===== config.mk =====
export PLATFORM = sky130hd
export DESIGN_NAME = mcks_round_cell
export DESIGN_NICKNAME = d
export VERILOG_FILES = /design/src/design/mcks_pkg.sv /design/src/design/mcks_round_cell.sv
export SDC_FILE = /design/constraint.sdc
export NUM_CORES = 1
export LEC_CHECK = 0
export ABC_AREA = 1
export BUFFER_PORTS_ARGS = -buffer_cell sky130_fd_sc_hd__buf_2
export CORE_MARGIN = 5
export CORE_UTILIZATION = 35
export DETAILED_ROUTE_END_ITERATION = 10
export PLACE_DENSITY_LB_ADDON = 0.1
export SYNTH_ARGS = -nofsm -noshare
export SYNTH_HDL_FRONTEND = slang
export SYNTH_SLANG_ARGS = --single-unit

===== constraint.sdc =====
create_clock -name clk -period 12.8 [get_ports clk]
set_input_delay 0.64 -clock clk [delete_from_list [all_inputs] [get_ports clk]]
set_output_delay 0.64 -clock clk [all_outputs]
set_load 0.02 [all_outputs]

===== src/design/mcks_pkg.sv =====
// Shared types, constants and round helper for the Magma counter-mode keystream cipher.
`default_nettype none
package mcks_pkg;

  localparam int ROUNDS     = 32;
  localparam int FWD_ROUNDS = 24;
  localparam int ROT_LEFT   = 11;
  localparam int ROT_RIGHT  = 21;
  localparam int KEY_WORDS  = 8;

  localparam int CFG_INDEX_W = 3;
  localparam logic [CFG_INDEX_W-1:0] REG_KEY_01    = 3'd0;
  localparam logic [CFG_INDEX_W-1:0] REG_KEY_23    = 3'd1;
  localparam logic [CFG_INDEX_W-1:0] REG_KEY_45    = 3'd2;
  localparam logic [CFG_INDEX_W-1:0] REG_KEY_67    = 3'd3;
  localparam logic [CFG_INDEX_W-1:0] REG_CTR_START = 3'd4;

  localparam logic [3:0] SBOX [8][16] = '{
    '{4'd12, 4'd4, 4'd6, 4'd2, 4'd10, 4'd5, 4'd11, 4'd9,
      4'd14, 4'd8, 4'd13, 4'd7, 4'd0, 4'd3, 4'd15, 4'd1},
    '{4'd6, 4'd8, 4'd2, 4'd3, 4'd9, 4'd10, 4'd5, 4'd12,
      4'd1, 4'd14, 4'd4, 4'd7, 4'd11, 4'd13, 4'd0, 4'd15},
    '{4'd11, 4'd3, 4'd5, 4'd8, 4'd2, 4'd15, 4'd10, 4'd13,
      4'd14, 4'd1, 4'd7, 4'd4, 4'd12, 4'd9, 4'd6, 4'd0},
    '{4'd12, 4'd8, 4'd2, 4'd1, 4'd13, 4'd4, 4'd15, 4'd6,
      4'd7, 4'd0, 4'd10, 4'd5, 4'd3, 4'd14, 4'd9, 4'd11},
    '{4'd7, 4'd15, 4'd5, 4'd10, 4'd8, 4'd1, 4'd6, 4'd13,
      4'd0, 4'd9, 4'd3, 4'd14, 4'd11, 4'd4, 4'd2, 4'd12},
    '{4'd5, 4'd13, 4'd15, 4'd6, 4'd9, 4'd2, 4'd12, 4'd10,
      4'd11, 4'd7, 4'd8, 4'd1, 4'd4, 4'd3, 4'd14, 4'd0},
    '{4'd8, 4'd14, 4'd2, 4'd5, 4'd6, 4'd9, 4'd1, 4'd12,
      4'd15, 4'd4, 4'd11, 4'd0, 4'd13, 4'd10, 4'd3, 4'd7},
    '{4'd1, 4'd7, 4'd14, 4'd13, 4'd0, 4'd5, 4'd8, 4'd3,
      4'd4, 4'd15, 4'd10, 4'd6, 4'd9, 4'd12, 4'd11, 4'd2}
  };

  typedef struct packed {
    logic [63:0] data_in;
    logic [3:0]  byte_count;
    logic        start_req;
  } in_word_t;

  typedef struct packed {
    logic [63:0] data_out;
    logic [3:0]  count_out;
  } out_word_t;

  // One slot of the round chain: counter halves in flight plus the data riding along.
  typedef struct packed {
    logic        valid;
    logic [31:0] hi;
    logic [31:0] lo;
    logic [63:0] data;
    logic [3:0]  cnt;
  } cell_word_t;

  function automatic logic [31:0] round_fn(input logic [31:0] half, input logic [31:0] k);
    logic [31:0] t;
    logic [31:0] s;
    t = half + k;
    for (int i = 0; i < 8; i++) begin
      s[4*i +: 4] = SBOX[i][t[4*i +: 4]];
    end
    return (s << ROT_LEFT) | (s >> ROT_RIGHT);
  endfunction

endpackage
`default_nettype wire


===== src/design/mcks_round_cell.sv =====
// One Magma round cell of the keystream chain, registered at its output.
`default_nettype none
module mcks_round_cell
  import mcks_pkg::*;
#(
  parameter bit LAST_ROUND = 1'b0
) (
  input  wire logic        clk,
  input  wire logic        rst,
  input  wire logic        en,
  input  wire logic [31:0] round_key,
  input  wire cell_word_t  cell_in,
  output cell_word_t       cell_out
);

  cell_word_t  cell_next;
  logic [31:0] mix;

  always_comb begin
    mix       = round_fn(cell_in.lo, round_key) ^ cell_in.hi;
    cell_next = cell_in;
    if (LAST_ROUND) begin
      // final round: no half swap
      cell_next.hi = mix;
    end else begin
      cell_next.hi = cell_in.lo;
      cell_next.lo = mix;
    end
  end

  always_ff @(posedge clk) begin
    if (rst) begin
      cell_out.valid <= 1'b0;
    end else if (en) begin
      cell_out <= cell_next;
    end
  end

endmodule
`default_nettype wire


Word level (Yosys, flattened, before mapping)
Memories as Yosys holds them, arrays and structs flattened.
Cells that the tools add are included.
- bits in registers: 133
- input bits: 168
- logic and storage cells: 50
- bits in read-only memories: 512
- memories: 8
- output and inout bits: 133
- $add $sub $neg: 1
- mux-type cells: 16
- order comparisons: 8
- reductions and logical operators: 1
- bitwise gates (word level): 11
- memory list (name ; depth ; bits a word ; rd ports ; clocked after Yosys merged registers in ; wr ports ; line ; source):
    (name not given) ; 16 ; 4 ; 1 ; 0 ; 0 ; mcks_pkg.sv:62 ; s[4*i +: 4] = SBOX[i][t[4*i +: 4]];
    (name not given) ; 16 ; 4 ; 1 ; 0 ; 0 ; mcks_pkg.sv:62 ;
    (name not given) ; 16 ; 4 ; 1 ; 0 ; 0 ; mcks_pkg.sv:62 ;
    (name not given) ; 16 ; 4 ; 1 ; 0 ; 0 ; mcks_pkg.sv:62 ;
    (name not given) ; 16 ; 4 ; 1 ; 0 ; 0 ; mcks_pkg.sv:62 ;
    (name not given) ; 16 ; 4 ; 1 ; 0 ; 0 ; mcks_pkg.sv:62 ;
    2 more memories ; -- ; -- ; -- ; -- ; -- ; -- ;
- operators by type and width (kind ; count):
    two-way mux 4 bit ; 16
    >= comparator 5 bit, second input constant ; 8
    NOT 4 -> 5 bit ; 8
    adder 32 bit ; 1
    OR 32 x 11 -> 32 bit ; 1
    XOR 32 bit ; 1
    AND reduction 2 bit ; 1
    NOT 1 bit ; 1

Logic depth before layout (Yosys ltp)
- depth in word-level cells: 7
- gate-level depth with buffers: 23
- depth with buffers taken out: 23

Worst setup path after synthesis
Ideal clock, no wire load.
- path type: in2reg
- from: in en
- to: reg cell_out[0] (netlist bit), enable pin
- data required time: 12171 ps
- path slack: 5940 ps
- stages on the path: 2
- buffers on the path: 0
- arrival: 6231 ps
- setup time: 629 ps
- cells stage by stage: inv_1 -> nor2_1
- cells in the longest elaborated chain, start to end: 1
- RTL lines (element ; line ; source):
    start, declared ; mcks_round_cell.sv:10 ; input wire logic en,
    AND reduction 2 bit (no source line) ; -- ;
    end signal, assigned ; mcks_round_cell.sv:35 ; cell_out <= cell_next;
    end, declared ; mcks_round_cell.sv:13 ; output cell_word_t cell_out
No other way between the ends.
A chain may end at the register's enable or synchronous reset.

Final worst setup path
- from: in cell_in[68] (netlist bit)
- to: reg cell_out[92] (netlist bit), data pin
- cells in the longest elaborated chain, start to end: 7
- RTL lines (element ; line ; source):
    start, declared ; mcks_round_cell.sv:12 ; input wire cell_word_t cell_in,
    adder 32 bit ; mcks_pkg.sv:60 ; t = half + k;
    NOT 4 -> 5 bit (not written as such) ; mcks_pkg.sv:62 ;
    memory (16 x 4 bit) ; -- ;
    two-way mux 4 bit (not written as such) (2 in series) ; mcks_pkg.sv:62 ;
    OR 32 x 11 -> 32 bit ; mcks_pkg.sv:64 ; return (s << ROT_LEFT) | (s >> ROT_RIGHT);
    XOR 32 bit ; mcks_round_cell.sv:20 ; mix = round_fn(cell_in.lo, round_key) ^ cell_in.hi;
    via mix[24] ; mcks_round_cell.sv:17 ; logic [31:0] mix;
The timed path passes the listed nets, and every way through them passes these cells. The select of a mux whose other input is x is not followed.

==> run metrics <==
Slew Viols, Final 0; max-cap viol count 0; met3 wire len ~1800 um; CP Buf/Inv Count 4; main combinational cell family by area after synthesis simple AND/OR/NAND/NOR gates; nets roughly 1500; hold-fix buffers at CTS 0; RSZ-0062 raised after global routing false; # setup viols final 0; PD cells between 100 and 150 nW/um2; CTS buffer count 17; post-CTS setup buffers 0; largest reg by FF count cell_out; H-tree depth 4; Slew @ Worst Pin slightly above 1 ns; max incr delay on CP about 0.43 ns; Netlist cell types 32; Max Clock Skew 0 ns; WL/cell 14.9 um; WP data required approximately 13 ns; DP Wirelength 19300 um; top layer in use met5; Vias between 7000 and 8000; Peak VDD IR around 76 uV; setup tns final 0 ns; chip width ~160 um; drt total wl around 24000 um; clock slew at reported path FFs 0.07 ns; DIE AREA 26400 um2; wl on met1 slightly above 10000 um; total track usage about 17%; fraction of final layout cells sized beyond drive strength 1 28.7%; routability congestion estimate 0.842; biggest regs cell_out (133); Max FO, Critical Path 6; Compound-Gate Fraction of Synth Area 5.32%; ys flop type edfxtp_1; worst skew pair latency between 0.4 and 0.5 ns; leakage roughly 5.4 nW; largest net degree at the start of global routing 79; Detail Route Antenna Nets 0; most frequent CP cell nand2_1; Setup crit start kind input pin; post-synthesis mux area share 0%; CP delay by family, top simple AND/OR/NAND/NOR gates; Largest register FFs ~130; HP Class input pin to flip-flop; CP arrival approximately 3.3 ns; initial antenna violation count 2; synth top area cells edfxtp_1 49%, nand2_1 15%, ha_1 10%; vias in the first global route 6982; syn avg cell area slightly below 9 um2; fraction of the yosys area taken by sequential cells roughly 49%; met2 WL between 10000 and 15000 um; Core Region approximately 23000 um2; fmax ~320 MHz; CTS resizes 0; # rows 55; # DRC 0; #FFs+latches synth ~130; Pre-antenna DRT Iters 5; warnings from Yosys 0; Crit-path slowest cell xor2_1; Initial Util between 30 and 40%; Synth Net Count about 1200; Die Span Y 162 um; initial drt markers between 400 and 500; clk sinks 133; root buf cell clkbuf_16; Period minus WS final approximately 3.1 ns; post-route clock period utilization 24.1%; FILL cells ~2300; asr flop ratio synth 0%; Final Hold Fails 0; share of the synthesized area in the top cell type around half; post-synthesis adder-cell area fraction 10.7%; Post-synth EDFFs around 130; IO Count 301; Util after Layout 46.7%; Post-Synth XOR/XNOR Area roughly 4.0%; CP endpoint kind flip-flop; CTS tree built; crit path kind input pin to flip-flop; Post-Synth Simple-Gate Area 24.5%; first-pass GRT wire length 36200 um; via/cell ratio around 4.4; CTS max path bufs 2; P&R area growth vs syn 30.9%; status complete, no violations; Yosys top cell by area edfxtp_1; slew margin rel. around a third; cells after synthesis just over 900; CP cell instances buf_2, ha_1, inv_1, fa_1, inv_1, nand3_1, nand2_2, nand2_1, nand2_2, nand2_1, nand2_2, xor2_1, inv_1, ha_1, nor2_1, nand2_1, nand3_1, a21o_1, nand2_1; grt ovf 0; Netlist Area Pre-Place between 8000 and 9000 um2; # port buffers 300
## cells by family (layout without fill, tap and decap cells)
logic type | after synthesis | count (layout)
AOI/OAI and AO/OA | 78 | 78
xor gates and xnor gates | 35 | 35
adders and majority gates | 69 | 69
buffers and inverters | 141 | 475
DFF | 133 | 133
other | 0 | 1
and+or+nand+nor | 477 | 477
## area by class of cell
class / instances / area, um2 / share of cell area (%)
inverter: 141 / 529 / 4.97
antenna: 1 / 2.50 / 0.0235
sequential: 133 / 3980 / 37.4
tap: 313 / 392 / 3.68
clock inverter: 14 / 165 / 1.55
multi-input combinational: 659 / 3630 / 34.1
clock buffer: 18 / 429 / 4.03
timing repair buffer: 302 / 1520 / 14.2
## where the power goes
group | switching (W) | internal, W
combinational | 0.000278 | 0.000151
sequential | 0.00000803 | 0.000531
clock | 0.000212 | 0.000293
total | 0.000498 | 0.000975
## layout by cell type, fill, tap and decap left out, types with 2 or more instances in the layout
| cell | count |
|---|---|
| o211ai_1 | 6 |
| o21bai_1 | 3 |
| nand3b_1 | 10 |
| xor2_2 | 3 |
| clkinvlp_4 | 4 |
| nor2_1 | 55 |
| nor2_2 | 5 |
| o21ai_1 | 5 |
| xnor2_1 | 15 |
| edfxtp_1 | 132 |
| nand3_2 | 2 |
| ha_1 | 68 |
| buf_4 | 2 |
| nand2_2 | 17 |
| and2_1 | 2 |
| o21ai_0 | 29 |
| a21o_1 | 2 |
| xor2_1 | 17 |
| inv_6 | 6 |
| inv_1 | 140 |
| clkbuf_16 | 17 |
| a21oi_1 | 28 |
| nand4_1 | 3 |
| nand2_1 | 320 |
| inv_8 | 2 |
| nand3_1 | 55 |
| bufinv_16 | 2 |
| buf_2 | 300 |
| nor3_1 | 5 |
## synthesized netlist by cell type (2+ instances only)
master and number:
xor2_2 3, a21o_1 2, nand3_1 55, o211ai_1 6
nand2_1 320, o21ai_0 29, o21bai_1 3, nor3_1 5
nor2_1 56, xnor2_1 15, o21ai_1 5, edfxtp_1 132
nand3_2 2, ha_1 68, and2_1 2, nand2_2 17
a21oi_1 28, inv_1 140, nor2_2 5, nand3b_1 10
nand4_1 3, xor2_1 17
## routing by layer
layer / track usage, % / up-vias
met2: 30.4 / 197
met3: 5.06 / 13
met1: 21.3 / 3116
met4: 4.23 / 2
li1: - / 3683
met5: 0 / -
## per-stage QoR
stage          worst slack [ns]  instances  cell area (um2)  hold slack, ns  power, W
2_1_floorplan              5.94        933             8140           0.530  0.000853
3_3_place_gp               9.37       1548            10100           0.450  0.000976
3_5_place_dp               9.31       1548            10100           0.467  0.000981
4_1_cts                    9.77       1580            10600           0.368   0.00149
5_1_grt                    9.48       1581            10600           0.368   0.00157
6_report                   9.72       1581            10600           0.389   0.00147
## final timing paths
path | start | endpoint | slack, ns | cells past startpoint
worst max-delay path | cell_in[68] | cell_out[92] | 9.72 | 19
worst min-delay path | cell_in[35] | cell_out[35] | 0.39 | 1
worst max register to register | cell_out[132] | cell_out[132] | 12.22 | 2
worst min register to register | cell_out[132] | cell_out[132] | 0.47 | 2
## worst register-to-register path: stages (launching register included)
cell,delay [ns]
dfxtp_1,0.32
nand2_1,0.06
a21oi_1,0.13
(Power assumes the default switching activity.)
